### src/hw/rtl/ilbst_pkg.sv
// Shared types and codes for the ICE-lite binding session tracker.
package ilbst_pkg;

   typedef struct packed {
      logic [2:0]  func;
      logic [63:0] tuple_key;
      logic        is_binding;
      logic        has_fingerprint;
      logic [31:0] priority_req;
      logic [1:0]  auth_result;
      logic        old_auth_ok;
      logic        ice_controlled;
      logic        use_candidate;
      logic        has_nomination;
      logic [31:0] nomination;
   } item_type;

   typedef enum logic [3:0] {
      BK_IDLE,
      BK_REQ_CHECK,
      BK_REQ_ROLE,
      BK_REQ_ADD,
      BK_REQ_EVICT,
      BK_REQ_NOM,
      BK_REQ_POST,
      BK_RM_FIND,
      BK_RM_SEL,
      BK_FSEL,
      BK_TICK,
      BK_FLUSH,
      BK_RESTART,
      BK_DRAIN
   } back_state_type;

   localparam logic [2:0] FUNC_REQUEST = 3'd0;
   localparam logic [2:0] FUNC_REMOVE  = 3'd1;
   localparam logic [2:0] FUNC_FSELECT = 3'd2;
   localparam logic [2:0] FUNC_TICK    = 3'd3;
   localparam logic [2:0] FUNC_RESTART = 3'd4;

   localparam logic [1:0] AUTH_OK     = 2'd0;
   localparam logic [1:0] AUTH_UNAUTH = 2'd1;
   localparam logic [1:0] AUTH_BAD    = 2'd2;

   localparam logic [1:0] ICE_NEW  = 2'd0;
   localparam logic [1:0] ICE_CONN = 2'd1;
   localparam logic [1:0] ICE_COMP = 2'd2;
   localparam logic [1:0] ICE_DISC = 2'd3;

   localparam logic [3:0] EV_SUCCESS      = 4'd0;
   localparam logic [3:0] EV_ERR400       = 4'd1;
   localparam logic [3:0] EV_ERR401       = 4'd2;
   localparam logic [3:0] EV_ERR487       = 4'd3;
   localparam logic [3:0] EV_ADDED        = 4'd4;
   localparam logic [3:0] EV_REMOVED      = 4'd5;
   localparam logic [3:0] EV_SELECTED     = 4'd6;
   localparam logic [3:0] EV_CONNECTED    = 4'd7;
   localparam logic [3:0] EV_COMPLETED    = 4'd8;
   localparam logic [3:0] EV_DISCONNECTED = 4'd9;
   localparam logic [3:0] EV_OLD_RETIRED  = 4'd10;

   localparam logic [7:0]  CONSENT_MIN_SEC = 8'd10;
   localparam logic [7:0]  CONSENT_MAX_SEC = 8'd60;
   localparam logic [15:0] MS_PER_SEC      = 16'd1000;

endpackage

### src/hw/rtl/ilbst_front.sv
// Front part: accepts input transfers and holds them in a two-entry queue.
module ilbst_front (
   input  logic                clock,
   input  logic                reset,
   input  logic                in_valid,
   output logic                in_stall,
   input  ilbst_pkg::item_type in_item,
   output logic                q_valid,
   output ilbst_pkg::item_type q_item,
   input  logic                q_pop
);
   ilbst_pkg::item_type q_mem_ff [2];
   logic       wr_ptr_ff, wr_ptr_in;
   logic       rd_ptr_ff, rd_ptr_in;
   logic [1:0] count_ff, count_in;
   logic       push, pop;

   always_comb begin
      in_stall  = (count_ff == 2'd2);
      q_valid   = (count_ff != 2'd0);
      q_item    = q_mem_ff[rd_ptr_ff];
      push      = in_valid && !in_stall;
      pop       = q_pop && q_valid;
      wr_ptr_in = wr_ptr_ff ^ push;
      rd_ptr_in = rd_ptr_ff ^ pop;
      count_in  = count_ff + {1'b0, push} - {1'b0, pop};
   end

   always_ff @(posedge clock) begin
      if (reset) begin
         wr_ptr_ff <= 1'b0;
         rd_ptr_ff <= 1'b0;
         count_ff  <= 2'd0;
      end else begin
         wr_ptr_ff <= wr_ptr_in;
         rd_ptr_ff <= rd_ptr_in;
         count_ff  <= count_in;
      end
   end

   always_ff @(posedge clock) begin
      if (push) begin
         q_mem_ff[wr_ptr_ff] <= in_item;
      end
   end
endmodule

### src/hw/rtl/ilbst_back.sv
// Back part: session state, tuple table, event sequencer and result register.
module ilbst_back #(
   parameter int MAX_ENTRIES = 8
) (
   input  logic                clock,
   input  logic                reset,
   input  logic                cfg_we,
   input  logic [7:0]          cfg_data,
   input  logic                q_valid,
   input  ilbst_pkg::item_type q_item,
   output logic                q_pop,
   output logic                out_valid,
   input  logic                out_stall,
   output logic [3:0]          out_res,
   output logic [63:0]         out_tuple,
   output logic [1:0]          out_ice_state,
   output logic                out_sel_valid,
   output logic                out_last
);
   localparam int IDX_W    = $clog2(MAX_ENTRIES);
   localparam int EV_DEPTH = MAX_ENTRIES + 6;
   localparam int EV_W     = $clog2(EV_DEPTH);
   localparam int EV_CW    = $clog2(EV_DEPTH + 1);
   localparam logic [IDX_W-1:0] AGE_TOP  = IDX_W'(MAX_ENTRIES - 1);
   localparam logic [IDX_W-1:0] AGE_NEXT = IDX_W'(MAX_ENTRIES - 2);
   localparam logic [IDX_W:0]   FLUSH_END = (IDX_W + 1)'(MAX_ENTRIES);

   ilbst_pkg::back_state_type state_ff, state_in;
   ilbst_pkg::item_type item_ff, item_in;

   logic [1:0]       ist_ff, ist_in;
   logic             sel_ok_ff, sel_ok_in;
   logic [IDX_W-1:0] sel_idx_ff, sel_idx_in;
   logic [31:0]      nom_ff, nom_in;
   logic             old_ff, old_in;
   logic             run_ff, run_in;
   logic [15:0]      rem_ff, rem_in;
   logic [7:0]       cfg_ff;
   logic [IDX_W-1:0] slot_ff, slot_in;
   logic [63:0]      vkey_ff, vkey_in;
   logic [3:0]       post_ff, post_in;
   logic             post_v_ff, post_v_in;
   logic [IDX_W:0]   flush_ff, flush_in;
   logic             valid_ff [MAX_ENTRIES];
   logic             valid_in [MAX_ENTRIES];
   logic [IDX_W-1:0] age_ff [MAX_ENTRIES];
   logic [IDX_W-1:0] age_in [MAX_ENTRIES];
   logic [63:0]      key_ff [MAX_ENTRIES];
   logic             key_we;
   logic [IDX_W-1:0] key_widx;

   logic [3:0]       ev_code_mem [EV_DEPTH];
   logic [63:0]      ev_key_mem [EV_DEPTH];
   logic [EV_CW-1:0] wptr_ff, wptr_in, rptr_ff, rptr_in;
   logic             ev_we;
   logic [3:0]       ev_code;
   logic [63:0]      ev_key;
   logic             ev_load;

   logic             rsp_valid_ff, rsp_valid_in;
   logic [3:0]       rsp_res_ff;
   logic [63:0]      rsp_key_ff;
   logic [1:0]       rsp_ist_ff;
   logic             rsp_sel_ff, rsp_last_ff;

   // Table lookups, all evaluated in parallel over the entries.
   logic             any_hit, full, any_valid, newest_found, flush_found;
   logic [IDX_W-1:0] hit_idx, free_idx, newest_idx, victim_idx, flush_idx;
   logic [IDX_W-1:0] victim_age;
   logic [7:0]       clamp_sec;
   logic [15:0]      timeout_ms;
   logic             consent_on, active, nominated, higher, accept, do_sel;

   always_comb begin
      any_hit      = 1'b0;
      hit_idx      = '0;
      full         = 1'b1;
      free_idx     = '0;
      any_valid    = 1'b0;
      newest_found = 1'b0;
      newest_idx   = '0;
      victim_idx   = '0;
      flush_found  = 1'b0;
      flush_idx    = '0;
      victim_age   = (sel_ok_ff && age_ff[sel_idx_ff] == AGE_TOP) ? AGE_NEXT : AGE_TOP;
      for (int j = MAX_ENTRIES - 1; j >= 0; j--) begin
         if (valid_ff[j] && key_ff[j] == item_ff.tuple_key) begin
            any_hit = 1'b1;
            hit_idx = IDX_W'(j);
         end
         if (!valid_ff[j]) begin
            full     = 1'b0;
            free_idx = IDX_W'(j);
         end else begin
            any_valid = 1'b1;
         end
         if (valid_ff[j] && age_ff[j] == '0) begin
            newest_found = 1'b1;
            newest_idx   = IDX_W'(j);
         end
         if (age_ff[j] == victim_age && !(sel_ok_ff && sel_idx_ff == IDX_W'(j))) begin
            victim_idx   = IDX_W'(j);
         end
         if (valid_ff[j] && {1'b0, age_ff[j]} == flush_ff) begin
            flush_found = 1'b1;
            flush_idx   = IDX_W'(j);
         end
      end
      if (cfg_ff < ilbst_pkg::CONSENT_MIN_SEC) begin
         clamp_sec = ilbst_pkg::CONSENT_MIN_SEC;
      end else if (cfg_ff > ilbst_pkg::CONSENT_MAX_SEC) begin
         clamp_sec = ilbst_pkg::CONSENT_MAX_SEC;
      end else begin
         clamp_sec = cfg_ff;
      end
      timeout_ms = 16'(clamp_sec[5:0]) * ilbst_pkg::MS_PER_SEC;
      consent_on = (cfg_ff != 8'd0);
      active     = (ist_ff == ilbst_pkg::ICE_CONN) || (ist_ff == ilbst_pkg::ICE_COMP);
      nominated  = item_ff.use_candidate || item_ff.has_nomination;
      higher     = item_ff.has_nomination && (item_ff.nomination > nom_ff);
      accept     = !item_ff.has_nomination || higher;
   end

   always_comb begin
      state_in  = state_ff;
      item_in   = item_ff;
      ist_in    = ist_ff;
      sel_ok_in = sel_ok_ff;
      sel_idx_in = sel_idx_ff;
      nom_in    = nom_ff;
      old_in    = old_ff;
      run_in    = run_ff;
      rem_in    = rem_ff;
      slot_in   = slot_ff;
      vkey_in   = vkey_ff;
      post_in   = post_ff;
      post_v_in = post_v_ff;
      flush_in  = flush_ff;
      valid_in  = valid_ff;
      age_in    = age_ff;
      key_we    = 1'b0;
      key_widx  = '0;
      ev_we     = 1'b0;
      ev_code   = ilbst_pkg::EV_SUCCESS;
      ev_key    = '0;
      q_pop     = 1'b0;
      ev_load   = 1'b0;
      rptr_in   = rptr_ff;
      do_sel    = 1'b0;
      case (state_ff)
         ilbst_pkg::BK_IDLE: begin
            if (q_valid) begin
               q_pop   = 1'b1;
               item_in = q_item;
               case (q_item.func)
                  ilbst_pkg::FUNC_REQUEST: state_in = ilbst_pkg::BK_REQ_CHECK;
                  ilbst_pkg::FUNC_REMOVE:  state_in = ilbst_pkg::BK_RM_FIND;
                  ilbst_pkg::FUNC_FSELECT: state_in = ilbst_pkg::BK_FSEL;
                  ilbst_pkg::FUNC_TICK:    state_in = ilbst_pkg::BK_TICK;
                  ilbst_pkg::FUNC_RESTART: state_in = ilbst_pkg::BK_RESTART;
                  default:                 state_in = ilbst_pkg::BK_DRAIN;
               endcase
            end
         end
         ilbst_pkg::BK_REQ_CHECK: begin
            state_in = ilbst_pkg::BK_DRAIN;
            if (!item_ff.is_binding || !item_ff.has_fingerprint ||
                item_ff.priority_req == 32'd0) begin
               ev_we   = 1'b1;
               ev_code = ilbst_pkg::EV_ERR400;
               ev_key  = item_ff.tuple_key;
            end else begin
               case (item_ff.auth_result)
                  ilbst_pkg::AUTH_OK: begin
                     if (old_ff) begin
                        ev_we   = 1'b1;
                        ev_code = ilbst_pkg::EV_OLD_RETIRED;
                        old_in  = 1'b0;
                     end
                     state_in = ilbst_pkg::BK_REQ_ROLE;
                  end
                  ilbst_pkg::AUTH_UNAUTH: begin
                     if (old_ff && item_ff.old_auth_ok) begin
                        state_in = ilbst_pkg::BK_REQ_ROLE;
                     end else begin
                        ev_we   = 1'b1;
                        ev_code = ilbst_pkg::EV_ERR401;
                        ev_key  = item_ff.tuple_key;
                     end
                  end
                  default: begin
                     ev_we   = 1'b1;
                     ev_code = ilbst_pkg::EV_ERR400;
                     ev_key  = item_ff.tuple_key;
                  end
               endcase
            end
         end
         ilbst_pkg::BK_REQ_ROLE: begin
            ev_we  = 1'b1;
            ev_key = item_ff.tuple_key;
            if (item_ff.ice_controlled) begin
               ev_code  = ilbst_pkg::EV_ERR487;
               state_in = ilbst_pkg::BK_DRAIN;
            end else begin
               ev_code  = ilbst_pkg::EV_SUCCESS;
               state_in = ilbst_pkg::BK_REQ_ADD;
            end
         end
         ilbst_pkg::BK_REQ_ADD: begin
            state_in = ilbst_pkg::BK_REQ_NOM;
            if (any_hit) begin
               slot_in = hit_idx;
            end else begin
               ev_we   = 1'b1;
               ev_code = ilbst_pkg::EV_ADDED;
               ev_key  = item_ff.tuple_key;
               key_we  = 1'b1;
               if (!full) begin
                  for (int j = 0; j < MAX_ENTRIES; j++) begin
                     if (valid_ff[j]) age_in[j] = age_ff[j] + 1'b1;
                  end
                  key_widx = free_idx;
                  valid_in[free_idx] = 1'b1;
                  age_in[free_idx]   = '0;
                  slot_in  = free_idx;
               end else begin
                  // Dropping the victim and ageing the rest only moves entries younger than it.
                  for (int j = 0; j < MAX_ENTRIES; j++) begin
                     if (age_ff[j] < victim_age) age_in[j] = age_ff[j] + 1'b1;
                  end
                  key_widx = victim_idx;
                  age_in[victim_idx] = '0;
                  vkey_in  = key_ff[victim_idx];
                  slot_in  = victim_idx;
                  state_in = ilbst_pkg::BK_REQ_EVICT;
               end
            end
         end
         ilbst_pkg::BK_REQ_EVICT: begin
            ev_we    = 1'b1;
            ev_code  = ilbst_pkg::EV_REMOVED;
            ev_key   = vkey_ff;
            state_in = ilbst_pkg::BK_REQ_NOM;
         end
         ilbst_pkg::BK_REQ_NOM: begin
            post_v_in = 1'b0;
            post_in   = ilbst_pkg::EV_COMPLETED;
            if (!active) begin
               if (!nominated) begin
                  ist_in    = ilbst_pkg::ICE_CONN;
                  do_sel    = 1'b1;
                  post_v_in = 1'b1;
                  post_in   = ilbst_pkg::EV_CONNECTED;
               end else if (accept) begin
                  ist_in    = ilbst_pkg::ICE_COMP;
                  do_sel    = 1'b1;
                  post_v_in = 1'b1;
                  if (higher) nom_in = item_ff.nomination;
               end
            end else if (nominated && accept) begin
               post_v_in = (ist_ff == ilbst_pkg::ICE_CONN);
               ist_in    = ilbst_pkg::ICE_COMP;
               do_sel    = 1'b1;
               if (higher) nom_in = item_ff.nomination;
            end
            if (do_sel && !(sel_ok_ff && sel_idx_ff == slot_ff)) begin
               sel_ok_in  = 1'b1;
               sel_idx_in = slot_ff;
               ev_we      = 1'b1;
               ev_code    = ilbst_pkg::EV_SELECTED;
               ev_key     = item_ff.tuple_key;
            end
            state_in = ilbst_pkg::BK_REQ_POST;
         end
         ilbst_pkg::BK_REQ_POST: begin
            ev_we   = post_v_ff;
            ev_code = post_ff;
            if (consent_on && active) begin
               run_in = 1'b1;
               rem_in = timeout_ms;
            end
            state_in = ilbst_pkg::BK_DRAIN;
         end
         ilbst_pkg::BK_RM_FIND: begin
            state_in = ilbst_pkg::BK_DRAIN;
            if (any_hit) begin
               ev_we   = 1'b1;
               ev_code = ilbst_pkg::EV_REMOVED;
               ev_key  = item_ff.tuple_key;
               valid_in[hit_idx] = 1'b0;
               for (int j = 0; j < MAX_ENTRIES; j++) begin
                  if (valid_ff[j] && age_ff[j] > age_ff[hit_idx]) age_in[j] = age_ff[j] - 1'b1;
               end
               if (sel_ok_ff && sel_idx_ff == hit_idx) state_in = ilbst_pkg::BK_RM_SEL;
            end
         end
         ilbst_pkg::BK_RM_SEL: begin
            ev_we = 1'b1;
            if (active && any_valid && newest_found) begin
               sel_ok_in  = 1'b1;
               sel_idx_in = newest_idx;
               ev_code    = ilbst_pkg::EV_SELECTED;
               ev_key     = key_ff[newest_idx];
               if (consent_on) begin
                  run_in = 1'b1;
                  rem_in = timeout_ms;
               end
            end else begin
               sel_ok_in = 1'b0;
               ist_in    = ilbst_pkg::ICE_DISC;
               nom_in    = '0;
               run_in    = 1'b0;
               ev_code   = ilbst_pkg::EV_DISCONNECTED;
            end
            state_in = ilbst_pkg::BK_DRAIN;
         end
         ilbst_pkg::BK_FSEL: begin
            if (active && any_hit && !(sel_ok_ff && sel_idx_ff == hit_idx)) begin
               sel_ok_in  = 1'b1;
               sel_idx_in = hit_idx;
               ev_we      = 1'b1;
               ev_code    = ilbst_pkg::EV_SELECTED;
               ev_key     = item_ff.tuple_key;
            end
            state_in = ilbst_pkg::BK_DRAIN;
         end
         ilbst_pkg::BK_TICK: begin
            state_in = ilbst_pkg::BK_DRAIN;
            if (run_ff) begin
               if (rem_ff > 16'd1) begin
                  rem_in = rem_ff - 16'd1;
               end else begin
                  rem_in    = '0;
                  run_in    = 1'b0;
                  ist_in    = ilbst_pkg::ICE_DISC;
                  nom_in    = '0;
                  sel_ok_in = 1'b0;
                  flush_in  = '0;
                  state_in  = ilbst_pkg::BK_FLUSH;
               end
            end
         end
         ilbst_pkg::BK_FLUSH: begin
            ev_we = 1'b1;
            // Ages stay packed from zero, so the sweep stops at the first missing age.
            if (flush_ff < FLUSH_END && flush_found) begin
               ev_code  = ilbst_pkg::EV_REMOVED;
               ev_key   = key_ff[flush_idx];
               flush_in = flush_ff + 1'b1;
            end else begin
               for (int j = 0; j < MAX_ENTRIES; j++) begin
                  valid_in[j] = 1'b0;
                  age_in[j]   = '0;
               end
               ev_code  = ilbst_pkg::EV_DISCONNECTED;
               state_in = ilbst_pkg::BK_DRAIN;
            end
         end
         ilbst_pkg::BK_RESTART: begin
            ev_we   = old_ff;
            ev_code = ilbst_pkg::EV_OLD_RETIRED;
            old_in  = 1'b1;
            nom_in  = '0;
            if (consent_on && run_ff) begin
               run_in = 1'b1;
               rem_in = timeout_ms;
            end
            state_in = ilbst_pkg::BK_DRAIN;
         end
         ilbst_pkg::BK_DRAIN: begin
            if (rptr_ff == wptr_ff) begin
               rptr_in  = '0;
               state_in = ilbst_pkg::BK_IDLE;
            end else if (!rsp_valid_ff || !out_stall) begin
               ev_load = 1'b1;
               rptr_in = rptr_ff + 1'b1;
            end
         end
         default: state_in = ilbst_pkg::BK_IDLE;
      endcase
      if (state_ff == ilbst_pkg::BK_DRAIN && rptr_ff == wptr_ff) begin
         wptr_in = '0;
      end else begin
         wptr_in = wptr_ff + EV_CW'(ev_we);
      end
      if (ev_load) begin
         rsp_valid_in = 1'b1;
      end else if (!out_stall) begin
         rsp_valid_in = 1'b0;
      end else begin
         rsp_valid_in = rsp_valid_ff;
      end
   end

   always_ff @(posedge clock) begin
      if (reset) begin
         state_ff     <= ilbst_pkg::BK_IDLE;
         ist_ff       <= ilbst_pkg::ICE_NEW;
         sel_ok_ff    <= 1'b0;
         sel_idx_ff   <= '0;
         nom_ff       <= '0;
         old_ff       <= 1'b0;
         run_ff       <= 1'b0;
         rem_ff       <= '0;
         cfg_ff       <= '0;
         wptr_ff      <= '0;
         rptr_ff      <= '0;
         rsp_valid_ff <= 1'b0;
         for (int j = 0; j < MAX_ENTRIES; j++) begin
            valid_ff[j] <= 1'b0;
            age_ff[j]   <= '0;
         end
      end else begin
         state_ff     <= state_in;
         ist_ff       <= ist_in;
         sel_ok_ff    <= sel_ok_in;
         sel_idx_ff   <= sel_idx_in;
         nom_ff       <= nom_in;
         old_ff       <= old_in;
         run_ff       <= run_in;
         rem_ff       <= rem_in;
         if (cfg_we) cfg_ff <= cfg_data;
         wptr_ff      <= wptr_in;
         rptr_ff      <= rptr_in;
         rsp_valid_ff <= rsp_valid_in;
         valid_ff     <= valid_in;
         age_ff       <= age_in;
      end
   end

   always_ff @(posedge clock) begin
      item_ff   <= item_in;
      slot_ff   <= slot_in;
      vkey_ff   <= vkey_in;
      post_ff   <= post_in;
      post_v_ff <= post_v_in;
      flush_ff  <= flush_in;
      if (key_we) key_ff[key_widx] <= item_ff.tuple_key;
      if (ev_we) begin
         ev_code_mem[wptr_ff[EV_W-1:0]] <= ev_code;
         ev_key_mem[wptr_ff[EV_W-1:0]]  <= ev_key;
      end
      if (ev_load) begin
         rsp_res_ff  <= ev_code_mem[rptr_ff[EV_W-1:0]];
         rsp_key_ff  <= ev_key_mem[rptr_ff[EV_W-1:0]];
         rsp_ist_ff  <= ist_ff;
         rsp_sel_ff  <= sel_ok_ff;
         rsp_last_ff <= (rptr_ff + 1'b1 == wptr_ff);
      end
   end

   assign out_valid     = rsp_valid_ff;
   assign out_res       = rsp_res_ff;
   assign out_tuple     = rsp_key_ff;
   assign out_ice_state = rsp_ist_ff;
   assign out_sel_valid = rsp_sel_ff;
   assign out_last      = rsp_last_ff;
endmodule

### src/hw/rtl/ice_lite_binding_session_tracker_unit.sv
// Top level of the ICE-lite binding session tracker.
// Input transfers are queued two deep in front of a sequencer that handles one item at a time:
// each item is classified and applied (a valid request that evicts a tuple adds a removal
// event, and a consent expiry sweeps the table), then its result transfers leave one per cycle
// while the output is not stalled, and the sequencer returns to idle. The events of an item are
// buffered and then drained through the output register, so every result carries the session
// state and selection after the whole item. The consent timeout register is sampled when the
// timer is armed.
module ice_lite_binding_session_tracker_unit #(
   parameter int MAX_ENTRIES = 8
) (
   input  logic        clock,
   input  logic        reset,
   input  logic        csr_wr_en,
   input  logic [7:0]  csr_wr_data,
   input  logic        req_valid,
   output logic        req_stall,
   input  logic [2:0]  req_func,
   input  logic [63:0] req_tuple_key,
   input  logic        req_is_binding,
   input  logic        req_has_fingerprint,
   input  logic [31:0] req_priority_req,
   input  logic [1:0]  req_auth_result,
   input  logic        req_old_auth_ok,
   input  logic        req_ice_controlled,
   input  logic        req_use_candidate,
   input  logic        req_has_nomination,
   input  logic [31:0] req_nomination,
   output logic        rsp_valid,
   input  logic        rsp_stall,
   output logic [3:0]  rsp_event_res,
   output logic [63:0] rsp_event_tuple,
   output logic [1:0]  rsp_ice_state_out,
   output logic        rsp_selected_valid,
   output logic        rsp_last
);
   ilbst_pkg::item_type in_item, q_item;
   logic q_valid, q_pop;

   always_comb begin
      in_item.func            = req_func;
      in_item.tuple_key       = req_tuple_key;
      in_item.is_binding      = req_is_binding;
      in_item.has_fingerprint = req_has_fingerprint;
      in_item.priority_req    = req_priority_req;
      in_item.auth_result     = req_auth_result;
      in_item.old_auth_ok     = req_old_auth_ok;
      in_item.ice_controlled  = req_ice_controlled;
      in_item.use_candidate   = req_use_candidate;
      in_item.has_nomination  = req_has_nomination;
      in_item.nomination      = req_nomination;
   end

   ilbst_front u_front (
      .clock    (clock),
      .reset    (reset),
      .in_valid (req_valid),
      .in_stall (req_stall),
      .in_item  (in_item),
      .q_valid  (q_valid),
      .q_item   (q_item),
      .q_pop    (q_pop)
   );

   ilbst_back #(.MAX_ENTRIES(MAX_ENTRIES)) u_back (
      .clock         (clock),
      .reset         (reset),
      .cfg_we        (csr_wr_en),
      .cfg_data      (csr_wr_data),
      .q_valid       (q_valid),
      .q_item        (q_item),
      .q_pop         (q_pop),
      .out_valid     (rsp_valid),
      .out_stall     (rsp_stall),
      .out_res       (rsp_event_res),
      .out_tuple     (rsp_event_tuple),
      .out_ice_state (rsp_ice_state_out),
      .out_sel_valid (rsp_selected_valid),
      .out_last      (rsp_last)
   );
endmodule

### config.mk
export PLATFORM = sky130hd
export DESIGN_NAME = ice_lite_binding_session_tracker_unit
export DESIGN_NICKNAME = d
export VERILOG_FILES = /design/src/hw/rtl/ilbst_pkg.sv /design/src/hw/rtl/ilbst_front.sv /design/src/hw/rtl/ilbst_back.sv /design/src/hw/rtl/ice_lite_binding_session_tracker_unit.sv
export SDC_FILE = /design/constraint.sdc
export NUM_CORES = 2
export LEC_CHECK = 0
export ABC_CLOCK_PERIOD_IN_PS = 20700
export BUFFER_PORTS_ARGS = -buffer_cell sky130_fd_sc_hd__buf_2
export CORE_MARGIN = 2
export CORE_UTILIZATION = 25
export DETAILED_ROUTE_END_ITERATION = 6
export SLEW_MARGIN = 20
export SYNTH_ARGS = -nofsm -noshare
export SYNTH_HDL_FRONTEND = slang
export SYNTH_SLANG_ARGS = --single-unit
### constraint.sdc
create_clock -name clock -period 20.7 [get_ports clock]
set_clock_uncertainty 0.2 [all_clocks]
set_input_delay 2.07 -clock clock [delete_from_list [all_inputs] [get_ports clock]]
set_output_delay 2.07 -clock clock [all_outputs]
set_load 0.02 [all_outputs]
# Word level (Yosys, flattened, before mapping)
# Memories as Yosys holds them, arrays and structs flattened. A register that Yosys moved wholly into a read port is not among the register bits.
# Cells that the tools add are included.
# op_classes
addsub,22
multipliers,1
n_lt_le_gt_ge,28
n_eq_ne,89
mux,301
bitwise,14
n_reduce_logical,138
# ops
op,count
one-hot mux 64 bit (9 select lines),1
== test 64 bit,8
two-way mux 64 bit,8
two-way mux 3 bit,131
two-way mux 32 bit,8
one-hot mux 32 bit (4 select lines),1
one-hot mux 64 bit (2 select lines),1
two-way mux 16 bit,6
two-way mux 24 bit,4
one-hot mux 4 bit (11 select lines),2
two-way mux 1 bit,85
two-way mux 4 bit,19
one-hot mux 24 bit (3 select lines),1
logical AND 1 bit,68
one-hot mux 16 bit (4 select lines),1
AND reduction 5 bit,10
AND 24 bit,2
NOT 24 bit,2
"!= test 2 x 1 -> 1 bit, second input constant",19
== test 3 x 4 -> 1 bit,8
greater-than comparator 32 bit,1
zero test 32 bit,1
two-way mux 8 bit,4
== test 3 bit,10
other kinds (66),192
# word_totals
register_bits,265
mem_bits_rw,1742
in_bits,152
output_inout_bits,74
word_cells,645
mem_count,4
# memory_table
name,words,width,read_ports,rd_ports_with_merged_regs,write_ports,line_no,rtl
u_back.ev_key_mem,14,64,1,1,1,ilbst_back.sv:53,logic [63:0] ev_key_mem [EV_DEPTH];
u_back.key_ff,8,64,11,1,1,ilbst_back.sv:48,logic [63:0] key_ff [MAX_ENTRIES];
u_front.q_mem_ff,2,139,1,1,1,ilbst_front.sv:12,ilbst_pkg::item_type q_mem_ff [2];
u_back.ev_code_mem,14,4,1,1,1,ilbst_back.sv:52,logic [3:0] ev_code_mem [EV_DEPTH];

# Depth between registers and ports, before layout
# depth
ltp_word,27
ltp_mapped,24

# Modules after synthesis
# From an unflattened synthesis, not the netlist that was laid out.
# hier_totals
cells_unflattened,7464
area_unflattened_um2,99903.3
# modules_own_cells
module,instances,cells_per_inst,area_per_inst_um2,seq_area_each_um2
ilbst_back,1,7008,89615.9,54612.4
ilbst_front,1,456,10287.4,8428.1

# Worst setup path after synthesis
# OpenSTA, ideal clock, no wires.
# synth_timing
path_type,reg-to-reg
startpoint,register u_back.state_ff[0]
endpoint,register u_front.count_ff[1]
setup_ps,128
t_arrival_ps,16093
t_required_ps,20372
slack_ps,4279
stages_incl_launch_ff,10
synth_period_minus_slack_ps,16421
cell_sequence,dfxtp_1 -> clkbuf_1 -> buf_1 -> nor4_1 -> ha_1 -> inv_1 -> ha_1 -> xor2_1 -> xnor2_1 -> nor2_1
# synth_between
elab_chain_len,4
# synth_lines
element,line_no,rtl
start: declaration,ilbst_back.sv:28,"ilbst_pkg::back_state_type state_ff, state_in;"
start signal: assignment,ilbst_back.sv:398,state_ff <= ilbst_pkg::BK_IDLE;
start signal: assignment,ilbst_back.sv:415,state_ff <= state_in;
zero test 4 bit,ilbst_back.sv:150,case (state_ff)
two-way mux 1 bit,ilbst_back.sv:150,
via q_pop,ice_lite_binding_session_tracker_unit.sv:38,"logic q_valid, q_pop;"
logical AND 1 bit,ilbst_front.sv:23,pop = q_pop && q_valid;
subtractor 2 x 1 -> 2 bit,ilbst_front.sv:26,"count_in = count_ff + {1'b0, push} - {1'b0, pop};"
end signal: assignment,ilbst_front.sv:37,count_ff <= count_in;
end: declaration,ilbst_front.sv:15,"logic [1:0] count_ff, count_in;"
# The timed path passes the listed nets, and every way through them passes these cells.
# A chain may end at the register's enable or synchronous reset.

# Worst setup path after layout
# layout_timing
startpoint,register u_back.item_ff[105] in the netlist's numbering
endpoint,memory u_back.ev_key_mem[6][13] (enable)
# layout_between
elab_chain_len,18
word_cells_on_any_way,43
# layout_lines
element,line_no,rtl
start: declaration,ilbst_back.sv:29,"ilbst_pkg::item_type item_ff, item_in;"
start signal: assignment,ilbst_back.sv:433,item_ff <= item_in;
== test 64 bit,ilbst_back.sv:87,if (valid_ff[j] && key_ff[j] == item_ff.tuple_key) begin
logical AND 1 bit,ilbst_back.sv:87,
two-way mux 3 bit (8 in series),ilbst_back.sv:87,
== test 3 bit,ilbst_back.sv:319,if (active && any_hit && !(sel_ok_ff && sel_idx_ff == hit_idx)) begin
logical AND 1 bit,ilbst_back.sv:319,
zero test 1 bit,ilbst_back.sv:319,
logical AND 1 bit,ilbst_back.sv:319,
two-way mux 1 bit,ilbst_back.sv:319,
one-hot mux 1 bit (8 select lines) (*),ilbst_back.sv:150,
two-way mux 1 bit (*),ilbst_back.sv:440,if (ev_we) begin
two-way mux 1 bit (implied by the code) (*),ilbst_back.sv:442,ev_key_mem[wptr_ff[EV_W-1:0]] <= ev_key;
end: declaration,ilbst_back.sv:53,
# Every way passes the cells marked *; elsewhere a longest branch is shown, timed or not.

==> summary.txt <==
Floorplanning
  – Die Wd: about 640 um
  – Die area: around 0.41 mm2
  – Die Y: around 640 um
  – Starting Density: 0.251
  – Io pins: around 230
  – # rows: approximately 230
  – Core box area: ~0.4 mm2

Timing
  – Minimum clock period: between 7 and 8 ns
  – Unrepaired setup endpoints after global routing: no
  – Slew Viols, Final: 0
  – Setup violators final: 0
  – Tcrit/Tclk final: 0.365
  – Setup TNS: 0 ns
  – Max Clock Freq: ~130 MHz
  – Slew Limit Headroom: 0.0694
  – Worst-Margin Slew: 1.39 ns
  – Hold Vio Cnt, Final: 0

Clock tree
  – Clock insertion delay at the later pin of the skew report: about 0.99 ns
  – CTS H-Tree Depth: 4
  – CTS tree: done
  – CTS clock-pin slew for the worst setup and hold paths: about 0.06 ns
  – Clk sinks: roughly 2100
  – CTS resizes: 0
  – Clock tree buffer depth: 4
  – Postcts setup bufs: 0
  – Root buf cell: clkbuf_16
  – TritonCTS buffer count: roughly 240
  – Hold_buf cts: 0

Synthesis
  – Synth warnings: 0
  – Top cells by area, synth: edfxtp_1 60%, mux4_2 6.0%, nand2_1 4.8%
  – Post-synth top cells: 2024 x edfxtp_1, 1303 x nand2_1, 437 x clkbuf_1
  – Gate Count Post-Synth: 7792
  – Area leader, netlist: edfxtp_1
  – Sequential area share after synthesis: 0.618
  – Synth Flop Type: edfxtp_1
  – Avg Inst Size Synth: 13.1 um2
  – Post-synth EDFFs: ~2000
  – Post-synth cell types: 89
  – FF+latch count, synth: between 2000 and 2500
  – Synth top area share: 0.596
  – Cell Area, Synth: 0.102 mm2
  – Syn_nets: between 8000 and 9000
  – Leading cell type by number of instances after synthesis: edfxtp_1
  – Synth async-reset ratio: 0

Critical path
  – R2R Setup Slk: ~13 ns
  – CP Max Fanout: 38
  – Worst EP required: 21.04 ns
  – Endpoint class of the critical path: register
  – Worst Reg-to-Reg Cells: 14
  – RR Startpoint: u_back.item_ff[105]
  – Reg-to-reg critical path endpoint: u_back.ev_key_mem[6][13]
  – Setup CP Type: register to register
  – Crit path launch type: register
  – Arr. time, crit path: ~7.9 ns

Place
  – RePlAce Congestion: 1.10
  – Port buffer count: 225
  – Placed instance count: roughly 13000
  – Final HPWL DP: just under 300 mm
  – Placed Instance Area: roughly 0.11 mm2

Route
  – WL/cell: about 31 um
  – WL final: 420 mm
  – Drt via density: about 5.4
  – Iteration-0 DRC count of the detailed router: around 11000
  – Vias after detailed routing: approximately 73000
  – Final ANT Viol Nets: 0
  – DRC viols: 0
  – Drt pass-1 iters: 7

Power and ir drop
  – Pint: 0.00898 W
  – Overall Power: roughly 0.013 W
  – Sequential share of power: 0.438
  – NetSw: 0.00444 W
  – LEAKAGE: 39.0 nW
  – Clock power frac: 0.327
  – Logic pwr share: 0.235
  – Max rail drop VDD: approximately 0.083 mV
  – Switching Share: 0.331
  – Power Density: approximately 110 mW/mm2

Global routing
  – Pin count of the biggest net entering global routing: around 120
  – Number of global-route vias before repair: between 60000 and 70000
  – First-pass GRT wire length: approximately 570 mm
  – Antenna violations before repair: 76
  – GRT Total Usage: 0.195
  – Remaining global-route overflow: 0

Final layout
  – Area of the multi-input gates: around 0.037 mm2
  – # fillers: 41000
  – Final nets: 8215
  – Final instance area: around 0.12 mm2
  – Proportion of layout cells with a drive suffix above 1: 0.171
  – FF/Latch Area: about 0.063 mm2
  – P&R area growth vs syn: 15.7%
  – Finished Layout Cells: around 14000

Hold path
  – Worst hold endpoint: u_back.nom_ff[27]
  – HP Start: u_back.nom_ff[27]
  – Hold Crit Depth: 2
  – Type of the worst min-delay path: register to register

Status
  – Status: complete, no violations

Flow run
  – Max-cap violations: 0
## logic make-up (layout without fill, tap and decap cells)
family / after synthesis / in the layout / synth area share
other cells: 0 / 18 / 0
flops: 2137 / 2137 / 0.618
buf+inv: 667 / 1013 / 0.0257
xor+xnor: 522 / 522 / 0.0448
fa+ha+maj: 127 / 127 / 0.0165
simple gates: 2653 / 2653 / 0.123
mux: 556 / 556 / 0.0907
compound gates: 1130 / 1130 / 0.0806
## worst max path at each step
stage | depth (start not counted) | slack (ns) | from | end
2_1_floorplan | 9 | 4.28 | u_back.state_ff[0] | u_front.count_ff[1]
3_3_place_gp | 16 | 13.21 | u_back.age_ff[22] | u_back.key_ff[5][30]
3_5_place_dp | 14 | 13.53 | u_back.item_ff[105] | u_back.ev_key_mem[6][11]
4_1_cts | 14 | 13.46 | u_back.item_ff[105] | u_back.ev_key_mem[6][61]
5_1_grt | 14 | 13.30 | u_back.item_ff[105] | u_back.ev_key_mem[6][61]
6_report | 14 | 13.14 | u_back.item_ff[105] | u_back.ev_key_mem[6][13]
## metrics by stage
stage / setup slack, ns / hold WS [ns] / util
floorplan: 4.28 / 0.206 / -
global placement: 13.21 / 0.239 / 0.270
detailed placement: 13.53 / 0.245 / 0.271
CTS: 13.46 / 0.251 / 0.290
global route: 13.30 / 0.268 / 0.290
finish: 13.14 / 0.251 / 0.291
## flip-flops by register name (all words and copies together), names as in the netlist, 4 cells and up
signal              count
u_back.key_ff         512
u_back.item_ff        136
u_back.valid_ff         8
u_back.rptr_ff          4
u_back.out_tuple       64
u_back.flush_ff         4
u_back.rem_ff          16
u_back.state_ff         4
u_back.age_ff          24
u_back.vkey_ff         64
u_front.q_mem_ff      278
u_back.ev_key_mem     896
u_back.ev_code_mem     56
u_back.cfg_ff           8
u_back.wptr_ff          4
u_back.out_res          4
u_back.nom_ff          32
## cells in the final DEF, fill, tap and decap left out, drive strengths merged, types with 103 or more instances in the layout
cell    count
and3      137
a22oi     169
a31oi     153
nand2b    103
nand4     195
ha        114
clkinv    110
mux4      273
nand2    1303
a21oi     144
xor2      266
nor4      136
inv       153
edfxtp   2024
mux2      209
buf       431
xnor2     256
nand3     320
a311oi    133
clkbuf    268
dfxtp     113
nor2      205
## cell type report
cell class | instances | area share
sequential | 2137 | 0.534
timing repair buffer | 431 | 0.0236
antenna | 18 | 0.000382
clock inverter | 173 | 0.0162
tap | 5428 | 0.0576
multi-input combinational | 4988 | 0.312
clock buffer | 268 | 0.0516
inverter | 141 | 0.00451
## power by group through the flow
stage               clock, W  sequential [W]  combinational (W)
finish               0.00439         0.00587            0.00315
global route         0.00464         0.00591            0.00325
CTS                  0.00448         0.00587            0.00308
detailed placement         0         0.00596            0.00307
global placement           0         0.00596            0.00305
floorplan                  0         0.00589            0.00165
## metal layers
layer  GRT usage  wire (um)
met4      0.0788      20500
met5           0        336
met1       0.267     173000
met2       0.295     182000
met3      0.0490      43700
## worst max-delay path, cell delays in order (launching register included)
cell and delay, ns:
edfxtp_1 1.12, xor2_1 0.50, nor4_1 0.96, nand4_1 0.24
nor4_1 0.75, a2111oi_1 0.19, nor3_4 0.62, xnor2_1 0.25
nor4b_4 0.10, o21ai_1 0.22, nor3_2 0.12, buf_4 0.24
nor4_2 0.21, buf_4 0.48, buf_4 0.70
No activity file was read; power rests on OpenSTA's default activity.
